===== config.mk =====
export PLATFORM = sky130hd
export DESIGN_NAME = sorted_burst_time_queue_top
export DESIGN_NICKNAME = d
export VERILOG_FILES = /design/src/rtl/core/sbtq_pkg.sv /design/src/rtl/core/sbtq_cell.sv /design/src/rtl/core/sorted_burst_time_queue_top.sv
export SDC_FILE = /design/constraint.sdc
export NUM_CORES = 1
export LEC_CHECK = 0
export BUFFER_PORTS_ARGS = -buffer_cell sky130_fd_sc_hd__buf_2
export CAP_MARGIN = 20
export CORE_MARGIN = 2
export CORE_UTILIZATION = 50
export CTS_CLUSTER_SIZE = 20
export DETAILED_ROUTE_END_ITERATION = 8
export GPL_TIMING_DRIVEN = 0
export PLACE_DENSITY = 0.66
export SLEW_MARGIN = 5
export SYNTH_ARGS = -nofsm -noshare
export SYNTH_HDL_FRONTEND = slang
export SYNTH_HIERARCHICAL = 1
export SYNTH_SLANG_ARGS = --single-unit
export TNS_END_PERCENT = 100

===== constraint.sdc =====
create_clock -name i_clk -period 6.7 [get_ports i_clk]
set_clock_uncertainty 0.15 [all_clocks]
set_input_delay 1.34 -clock i_clk [delete_from_list [all_inputs] [get_ports i_clk]]
set_output_delay 1.34 -clock i_clk [all_outputs]
set_load 0.005 [all_outputs]

===== src/rtl/core/sbtq_pkg.sv =====
`timescale 1ns / 1ps

package sbtq_pkg;

    typedef enum logic [1:0] {
        OP_INSERT   = 2'd0,
        OP_DELETE   = 2'd1,
        OP_DISPATCH = 2'd2
    } t_op;

    typedef enum logic [1:0] {
        ST_OK        = 2'd0,
        ST_OVERFLOW  = 2'd1,
        ST_EMPTY     = 2'd2,
        ST_NOT_FOUND = 2'd3
    } t_status;

    localparam int unsigned TIME_W  = 16;
    localparam int unsigned COUNT_W = 5;
    localparam int unsigned TOTAL_W = 20;

    typedef struct packed {
        t_op                 operation;
        logic [TIME_W-1:0]   burst_time;
    } t_in_word;

    typedef struct packed {
        t_status             status;
        logic [COUNT_W-1:0]  entry_count;
        logic [TIME_W-1:0]   shortest_time;
        logic [TOTAL_W-1:0]  total_time;
    } t_out_word;

    // per-cycle command broadcast to every cell of the row
    typedef struct packed {
        logic ins;
        logic del;
    } t_cell_ctrl;

endpackage


===== src/rtl/core/sbtq_cell.sv =====
`timescale 1ns / 1ps

module sbtq_cell #(
    parameter int unsigned TIME_BITS = 16
) (
    input  logic                 i_clk,
    input  sbtq_pkg::t_cell_ctrl i_ctrl,
    input  logic [TIME_BITS-1:0] i_value,
    input  logic                 i_occ,
    input  logic                 i_prev_lt,
    input  logic [TIME_BITS-1:0] i_prev_entry,
    input  logic [TIME_BITS-1:0] i_next_entry,
    output logic [TIME_BITS-1:0] o_entry,
    output logic                 o_lt,
    output logic                 o_le,
    output logic                 o_match
);
    import sbtq_pkg::*;

    logic [TIME_BITS-1:0] r_entry;
    logic [TIME_BITS-1:0] n_entry;

    assign o_entry = r_entry;
    assign o_lt    = i_occ && (i_value < r_entry);
    assign o_le    = i_occ && (r_entry <= i_value);
    assign o_match = i_occ && (r_entry == i_value);

    always_comb begin
        n_entry = r_entry;
        if (i_ctrl.ins) begin
            // cells ahead of the slot keep; the slot takes the value; the rest shift down
            if (!o_lt) begin
                n_entry = i_prev_lt ? i_value : i_prev_entry;
            end
        end else if (i_ctrl.del) begin
            // from the first match onwards, pull from the neighbour behind
            if (o_le) begin
                n_entry = i_next_entry;
            end
        end
    end

    always_ff @(posedge i_clk) begin
        r_entry <= n_entry;
    end

endmodule


===== src/rtl/core/sorted_burst_time_queue_top.sv =====
`timescale 1ns / 1ps

// Sorted burst-time queue for shortest-job-first dispatch.
// Input channel (i_in_valid / o_in_stall / i_in_word): one word is an operation
// (insert, delete, dispatch-all) with a burst time. Output channel (o_out_valid /
// i_out_stall / o_out_word): exactly one result word per input word, in order,
// carrying status, entry count, smallest held entry and, on dispatch, the total.
// Entries live in a row of DEPTH cells kept largest-first. On insert every cell
// compares against the new value and either holds, takes the value or takes its
// neighbour's entry; on delete cells from the first match onwards pull from the
// neighbour behind. A running total register gives the dispatch sum at once.
// The row updates at the accept edge and the result word is registered on the
// following edge, so o_out_valid rises in the cycle after acceptance.
// The input takes no new word until the pending result has moved to the output
// register, which reads the tail of the freshly updated row.
// Reset (i_rst_n low, synchronous) empties the queue and drops any pending result;
// cell contents are not cleared and are never read before being written.
// A stalled output holds its word; the input is stalled while a result is pending,
// and also while a finished word sits stalled in the output register.
module sorted_burst_time_queue_top #(
    parameter int unsigned DEPTH     = 16,
    parameter int unsigned TIME_BITS = 16
) (
    input  logic                i_clk,
    input  logic                i_rst_n,
    input  logic                i_in_valid,
    output logic                o_in_stall,
    input  sbtq_pkg::t_in_word  i_in_word,
    output logic                o_out_valid,
    input  logic                i_out_stall,
    output sbtq_pkg::t_out_word o_out_word
);
    import sbtq_pkg::*;

    localparam int unsigned CW = $clog2(DEPTH + 1);
    localparam int unsigned SW = TIME_BITS + CW;

    // queue state
    logic [CW-1:0]        r_count;
    logic [CW-1:0]        n_count;
    logic [SW-1:0]        r_total;
    logic [SW-1:0]        n_total;

    // pending result, waiting for the row read-back
    logic                 r_pend;
    t_status              r_status;
    t_status              n_status;
    logic [TOTAL_W-1:0]   r_total_res;
    logic [TOTAL_W-1:0]   n_total_res;

    logic                 r_out_valid;
    t_out_word            r_out_word;

    logic                 acc;
    logic                 load_out;
    logic [TIME_BITS-1:0] value;
    t_cell_ctrl           ctrl;

    logic [DEPTH-1:0]     occ;
    logic [DEPTH-1:0]     lt;
    logic [DEPTH-1:0]     le;
    logic [DEPTH-1:0]     match;
    logic [TIME_BITS-1:0] entry [DEPTH];
    logic                 found;
    logic                 full;
    logic                 empty;
    logic [TIME_BITS-1:0] shortest;

    assign value    = TIME_BITS'(i_in_word.burst_time);
    assign acc      = i_in_valid && !o_in_stall;
    assign load_out = r_pend && (!r_out_valid || !i_out_stall);
    assign found    = |match;
    assign full     = (r_count == CW'(DEPTH));
    assign empty    = (r_count == '0);

    assign o_in_stall  = r_pend || (r_out_valid && i_out_stall);
    assign o_out_valid = r_out_valid;
    assign o_out_word  = r_out_word;

    // cell row
    for (genvar gi = 0; gi < DEPTH; gi++) begin : g_cell
        logic                 prev_lt;
        logic [TIME_BITS-1:0] prev_entry;
        logic [TIME_BITS-1:0] next_entry;

        assign occ[gi] = (CW'(gi) < r_count);

        if (gi == 0) begin : g_head
            assign prev_lt    = 1'b1;
            assign prev_entry = value;
        end else begin : g_mid
            assign prev_lt    = lt[gi-1];
            assign prev_entry = entry[gi-1];
        end

        if (gi == DEPTH - 1) begin : g_tail
            assign next_entry = entry[gi];
        end else begin : g_body
            assign next_entry = entry[gi+1];
        end

        sbtq_cell #(
            .TIME_BITS(TIME_BITS)
        ) u_cell (
            .i_clk        (i_clk),
            .i_ctrl       (ctrl),
            .i_value      (value),
            .i_occ        (occ[gi]),
            .i_prev_lt    (prev_lt),
            .i_prev_entry (prev_entry),
            .i_next_entry (next_entry),
            .o_entry      (entry[gi]),
            .o_lt         (lt[gi]),
            .o_le         (le[gi]),
            .o_match      (match[gi])
        );
    end

    // operation decode
    always_comb begin
        ctrl        = '0;
        n_count     = r_count;
        n_total     = r_total;
        n_status    = ST_OK;
        n_total_res = '0;
        case (i_in_word.operation)
            OP_INSERT: begin
                if (full) begin
                    n_status = ST_OVERFLOW;
                end else begin
                    ctrl.ins = acc;
                    n_count  = r_count + CW'(1);
                    n_total  = r_total + SW'(value);
                end
            end
            OP_DELETE: begin
                if (empty) begin
                    n_status = ST_EMPTY;
                end else if (!found) begin
                    n_status = ST_NOT_FOUND;
                end else begin
                    ctrl.del = acc;
                    n_count  = r_count - CW'(1);
                    n_total  = r_total - SW'(value);
                end
            end
            OP_DISPATCH: begin
                if (empty) begin
                    n_status = ST_EMPTY;
                end else begin
                    n_total_res = TOTAL_W'(r_total);
                    n_count     = '0;
                    n_total     = '0;
                end
            end
            default: begin
                // spare code: no change, plain report
            end
        endcase
    end

    // tail of the row: the occupied cell whose successor is empty
    always_comb begin
        shortest = '0;
        for (int k = 0; k < DEPTH; k++) begin
            if (occ[k] && ((k == DEPTH - 1) || !occ[(k + 1) % DEPTH])) begin
                shortest = shortest | entry[k];
            end
        end
    end

    always_ff @(posedge i_clk) begin
        if (!i_rst_n) begin
            r_count     <= '0;
            r_total     <= '0;
            r_pend      <= 1'b0;
            r_out_valid <= 1'b0;
        end else begin
            if (acc) begin
                r_count <= n_count;
                r_total <= n_total;
                r_pend  <= 1'b1;
            end else if (load_out) begin
                r_pend  <= 1'b0;
            end
            if (load_out) begin
                r_out_valid <= 1'b1;
            end else if (!i_out_stall) begin
                r_out_valid <= 1'b0;
            end
        end
    end

    always_ff @(posedge i_clk) begin
        if (acc) begin
            r_status    <= n_status;
            r_total_res <= n_total_res;
        end
        if (load_out) begin
            r_out_word.status        <= r_status;
            r_out_word.entry_count   <= COUNT_W'(r_count);
            r_out_word.shortest_time <= TIME_W'(shortest);
            r_out_word.total_time    <= r_total_res;
        end
    end

    a_count_bound: assert property (@(posedge i_clk) disable iff (!i_rst_n)
        r_count <= CW'(DEPTH))
        else $error("entry count above depth");

    a_accept_pends: assert property (@(posedge i_clk) disable iff (!i_rst_n)
        acc |=> r_pend)
        else $error("accepted word left no pending result");

    a_empty_total: assert property (@(posedge i_clk) disable iff (!i_rst_n)
        (r_count == '0) |-> (r_total == '0))
        else $error("running total non-zero with empty queue");

    a_pend_blocks: assert property (@(posedge i_clk) disable iff (!i_rst_n)
        r_pend |-> o_in_stall)
        else $error("input open while a result is pending");

endmodule

==> impl_metrics.yaml, run 1 <==
detailed_routing:
  avgRoutedWirePerCell_um: 27.9
  routed-via-count: 23588
  ant_nets: 0
  drc_errors_left: 0
  firstDrtPassIters: 8
  drt-vias-per-instance: 6.58
  drt_first_iter_violations: 3317
  wl_mm: 100
layout:
  synth_to_layout_area_growth_pct: 11.0
  final_layout_size_suffix_gt1_share_pct: 8.19
  number_of_antenna_repair_diodes: 0
  stdcell_area_um2: 28700
  number_of_nets_in_the_final_layout: 3185
  mostFrequentLayoutCell: "sky130_fd_sc_hd__a21oi_1"
  fillerInstances: 4507
  layout.cells.most_common_list: "sky130_fd_sc_hd__a21oi_1, sky130_fd_sc_hd__nor2_1, sky130_fd_sc_hd__edfxtp_1, sky130_fd_sc_hd__inv_1, sky130_fd_sc_hd__ha_1"
timing:
  max_slew.worst_pin.slew_ns: 1.29
  final_hold_viol_count: 0
  worst_slew_margin_rel_pct: 14.1
  achievable-frequency_mhz: 154
  unrepaired_setup_endpoints_after_global_routing: "no"
  final-max-slew-violation-count: 0
  final_worst_path_period_share_pct: 96.6
  period_needed_ns: 6.47
  finalSetupViolations: 0
cts:
  cts_root_buf: "sky130_fd_sc_hd__clkbuf_16"
  worst_setup_hold_path_clk_slew_ns: 0.06
  tritoncts.num_buffers: 40
  postCtsResizedCells: 0
  ctsLongestPathBuffers: 3
  cts.sink_count: 348
  cts_setup_buffers: 0
  hold_buffers: 0
  tritoncts_clock_tree: "done"
  cts-htree-levels: 2
  clock_latency_ns: 0.60
setup_path:
  critical-path-slowest-cell: "sky130_fd_sc_hd__a31oi_2"
  worst_setup_path_start_kind: "register"
  critical_path.endpoint_type: "register"
  max_stage_delay_ns: 0.78
  timing.setup.critical_path_class: "register to register"
  cp_num_buf_inv: 5
  worst-endpoint-required_ns: 6.74
  critPathArrivalTime_ns: 6.52
  crit_family: "buffers and inverters"
  cp_cell_sequence: "clkbuf_1 > clkinv_1 > nand3_1 > nor2_1 > clkbuf_1 > a21oi_1 > inv_1 > nor2_1 > nor4_1 > nand4_1 > nor3b_2 > buf_4 > a21oi_1 > a31oi_2"
  critical_path_peak_fanout: 16
run_status:
  result_of_the_run: "complete, no violations"
grt:
  vias_in_the_first_global_route: 22461
  initial_antenna_violation_count: 0
  grt_pass1_wl_mm: 144
  grtUsageTotal_pct: 36.5
  grt_overflow: 0
  grt_max_degree: 39
floorplan:
  ioPinCount: 67
  floorplan.initialDensity_pct: 50.5
  num_rows: 83
  core_area_um2: 51200
  dieHeight_um: 231
  floorplan.die_area_um2: 53600
  floorplan.die.width_um: 231
power_and_ir_drop:
  combinationalPowerShare_pct: 15.2
  netSwitchingPower_uw: 1630
  p_int_uw: 4150
  leakage_uw: 0.0119
  clockPowerShare_pct: 39.9
  p_sw_share_pct: 28.2
  powerDensity_nw_per_um2: 201
  report.power.total_uw: 5780
  sequential_group_share_of_total_power_pct: 44.9
  irDropWorstVdd_mv: 0.197
logic_synthesis:
  synth_cells: 2753
  syn-num-nets: 3060
  syn_area_um2: 25900
  synth.yosys.warnings: 6
  post_synth.cell_area_avg_um2: 9.40
placed_design:
  finalWeightedCongestion: 1.02
  placed_cell_area_um2: 27300
  hpwl_mm: 71.1
  place.port_buffers: 66
run:
  drv.max_cap_violation_count: 0
worst_hold_path:
  hold_class: "register to register"
[per-stage QoR]
stage,hold WS [ns],TNS (ns),std cells,setup WS [ns],util (%)
floorplan,0.250,0,2753,1.54,-
global placement,0.253,-712.05,3499,-2.93,52.8
detailed placement,0.255,0,3514,0.329,53.4
CTS,0.268,0,3585,0.533,56.0
global route,0.272,0,3587,0.169,56.1
finish,0.267,0,3587,0.227,56.1
[state kept, by name, summed over array words and instances (netlist names)]
| register | count |
|---|---|
| o_out_word | 43 |
| r_status | 2 |
| r_total | 20 |
| r_count | 5 |
| r_total_res | 20 |
| r_pend | 1 |
| o_out_valid | 1 |
| g_cell.u_cell/o_entry | 256 |
[layout make-up]
| cell class | count | area, um^2 | area share, % |
|---|---|---|---|
| well taps | 680 | 851 | 2.96 |
| repair buffers | 83 | 546 | 1.90 |
| plain buffers | 137 | 567 | 1.97 |
| multi-input cells | 1959 | 14100 | 49.0 |
| clock buffers | 48 | 1050 | 3.66 |
| inverters | 309 | 1160 | 4.04 |
| clock inverters | 23 | 279 | 0.972 |
| flip-flops and latches | 348 | 10200 | 35.4 |
[path summary, 6_finish.rpt]
kind,from,end,slack (ns),cells past startpoint
max reg2reg,r_count[4]$_SDFFE_PN0P_,g_cell[14].u_cell/o_entry[9]$_DFFE_PP_,0.23,14
min,r_total_res[3]$_SDFFCE_PP0P_,o_out_word[3]$_DFFE_PP_,0.27,0
min reg2reg,r_total_res[3]$_SDFFCE_PP0P_,o_out_word[3]$_DFFE_PP_,0.27,0
max,r_count[4]$_SDFFE_PN0P_,g_cell[14].u_cell/o_entry[9]$_DFFE_PP_,0.23,14
[power by group through the flow]
stage | clock network [uW] | logic, uW | registers (uW)
floorplan | 0 | 567 | 2560
global placement | 0 | 793 | 2630
detailed placement | 0 | 849 | 2630
CTS | 2310 | 854 | 2580
global route | 2390 | 963 | 2590
finish | 2300 | 880 | 2590
[per-layer routing]
layer	wire length [um]	GRT usage [%]
met2	44000	56.5
met1	37800	47.1
met3	11800	7.91
met4	6420	21.0
met5	0	0
Note: power is estimated with default switching activity, not from simulation.
==> run 2: changes to the inputs <==
- CORE_UTILIZATION: 50 -> 35
- PLACE_DENSITY: 0.66 -> 0.5
==> impl_metrics.yaml, run 2 (synthesis gave the netlist of run 1 again) <==
setup_path:
  worst-endpoint-required_ns: 6.83
  critical_path.startpoint: "r_count[4]$_SDFFE_PN0P_"
  reg2reg_to: "g_cell[11].u_cell/o_entry[9]$_DFFE_PP_"
  worstReg2RegStart: "r_count[4]$_SDFFE_PN0P_"
  timing.setup.critical_path_class: "register to register"
  setup.worst_path.end: "g_cell[11].u_cell/o_entry[9]$_DFFE_PP_"
  worst_setup_path_start_kind: "register"
  regToRegSetupSlack_ns: 0.26
  critical_path.endpoint_type: "register"
  critical_path_peak_fanout: 10
  worst_r2r_path_depth: 16
  critPathArrivalTime_ns: 6.58
layout:
  mostFrequentLayoutCell: "sky130_fd_sc_hd__a21oi_1"
  synth_to_layout_area_growth_pct: 13.7
  final_cell_count_no_fill: 3890
  number_of_antenna_repair_diodes: 0
  layout.cells.most_common_list: "sky130_fd_sc_hd__a21oi_1, sky130_fd_sc_hd__nor2_1, sky130_fd_sc_hd__edfxtp_1, sky130_fd_sc_hd__inv_1, sky130_fd_sc_hd__ha_1"
  largest_register_ff_count: 256
  final_layout_size_suffix_gt1_share_pct: 8.90
  number_of_nets_in_the_final_layout: 3205
run_status:
  violations: "DRC"
  result_of_the_run: "finished, violations left"
grt:
  vias_in_the_first_global_route: 22569
  grt_overflow: 0
  initial_antenna_violation_count: 1
  grt_pass1_wl_mm: 153
  grt_max_degree: 39
  grtUsageTotal_pct: 27.7
detailed_routing:
  avgRoutedWirePerCell_um: 27.5
  firstDrtPassIters: 9
  wl_mm: 107
  routed-via-count: 22996
  drt_first_iter_violations: 2917
  drc_errors_left: 7
  ant_nets: 0
  drt-vias-per-instance: 5.91
placed_design:
  finalWeightedCongestion: 1.00
  place.port_buffers: 66
  hpwl_mm: 78.2
  dp.cells: 3805
  dp_slack_ns: 0.181
power_and_ir_drop:
  leakage_uw: 0.0121
  powerDensity_nw_per_um2: 199
  irDropWorstVdd_mv: 0.174
  report.power.total_uw: 5860
cts:
  worst_setup_hold_path_clk_slew_ns: 0.06
  tritoncts.num_buffers: 44
  postCtsResizedCells: 0
  clock_latency_ns: 0.59
  cts_setup_buffers: 0
  cts-htree-levels: 2
  tritoncts_clock_tree: "done"
  hold_buffers: 0
  cts_root_buf: "sky130_fd_sc_hd__clkbuf_16"
  ctsLongestPathBuffers: 3
  cts.sink_count: 348
worst_hold_path:
  hold_class: "register to register"
timing:
  final_hold_viol_count: 0
  period_needed_ns: 6.44
  finalSetupViolations: 0
  worst_slew_margin_rel_pct: 13.5
  final_worst_path_period_share_pct: 96.2
  unrepaired_setup_endpoints_after_global_routing: "no"
  timing.final.ws_setup_ns: 0.257
  hold_ws_ns: 0.269
  final-max-slew-violation-count: 0
  achievable-frequency_mhz: 155
  max_slew.worst_pin.slew_ns: 1.30
floorplan:
  ioPinCount: 67
  num_rows: 99
  floorplan.die_area_um2: 76100
  floorplan.initialDensity_pct: 35.4
  floorplan.die.width_um: 276
  dieHeight_um: 276
  core_area_um2: 73100
run:
  drv.max_cap_violation_count: 0
## run 2: worst min-delay path by stage
stage                            startpoint                        to  slack, ns  depth (start not counted)
3_5_place_dp   r_total_res[4]$_SDFFCE_PP0P_   o_out_word[4]$_DFFE_PP_       0.25                          0
2_1_floorplan  r_total_res[0]$_SDFFCE_PP0P_   o_out_word[0]$_DFFE_PP_       0.25                          0
4_1_cts        r_total_res[4]$_SDFFCE_PP0P_   o_out_word[4]$_DFFE_PP_       0.27                          0
3_3_place_gp          r_status[0]$_DFFE_PP_  o_out_word[41]$_DFFE_PP_       0.25                          0
5_1_grt        r_total_res[5]$_SDFFCE_PP0P_   o_out_word[5]$_DFFE_PP_       0.27                          0
6_report       r_total_res[5]$_SDFFCE_PP0P_   o_out_word[5]$_DFFE_PP_       0.27                          0
## run 2: power breakdown
| part | switching, uW | total, uW | internal (uW) |
|---|---|---|---|
| combinational | 566 | 898 | 332 |
| clock | 984 | 2370 | 1380 |
| sequential | 123 | 2590 | 2470 |
## run 2: metrics by stage
step	setup TNS, ns	util [%]	instance area (um^2)
3_3_place_gp	-776.90	37.5	27400
5_1_grt	0	40.2	29400
6_report	0	40.2	29400
4_1_cts	0	40.0	29300
2_1_floorplan	0	-	25900
3_5_place_dp	0	38.1	27900
## run 2: final cells by class
class                   instances  area (um^2)
plain buffers                 137          567
clock buffers                  53         1160
clock inverters                26          239
fillers                      7264        43700
inverters                     309         1160
multi-input cells            1959        14100
flip-flops and latches        348        10200
well taps                     959         1200
repair buffers                 99          801
## run 2: per-layer routing
metal / routed length [um] / share of wire [%] / vias to the layer above / global-route usage [%]
met2: 47400 / 44 / 1141 / 43.6
li1: - / - / 10368 / -
met1: 45200 / 42 / 11223 / 36.9
met3: 9120 / 8.5 / 262 / 5.11
met4: 5070 / 4.7 / 2 / 12.5
met5: 12 / 0.011 / - / 0
## run 2: worst max-delay path: stages (launching register included)
cell	delay, ns
sky130_fd_sc_hd__dfxtp_1	0.62
sky130_fd_sc_hd__clkbuf_1	0.73
sky130_fd_sc_hd__clkinvlp_4	0.63
sky130_fd_sc_hd__nand3_1	0.43
sky130_fd_sc_hd__nor2_1	0.27
sky130_fd_sc_hd__clkbuf_1	0.39
sky130_fd_sc_hd__a21oi_1	0.41
sky130_fd_sc_hd__inv_1	0.07
sky130_fd_sc_hd__nor2_1	0.26
sky130_fd_sc_hd__nor4_1	0.14
sky130_fd_sc_hd__buf_2	0.20
sky130_fd_sc_hd__nand4_1	0.24
sky130_fd_sc_hd__nor3b_2	0.49
sky130_fd_sc_hd__buf_4	0.31
sky130_fd_sc_hd__a21oi_1	0.10
sky130_fd_sc_hd__a31oi_2	0.44
sky130_fd_sc_hd__buf_6	0.23
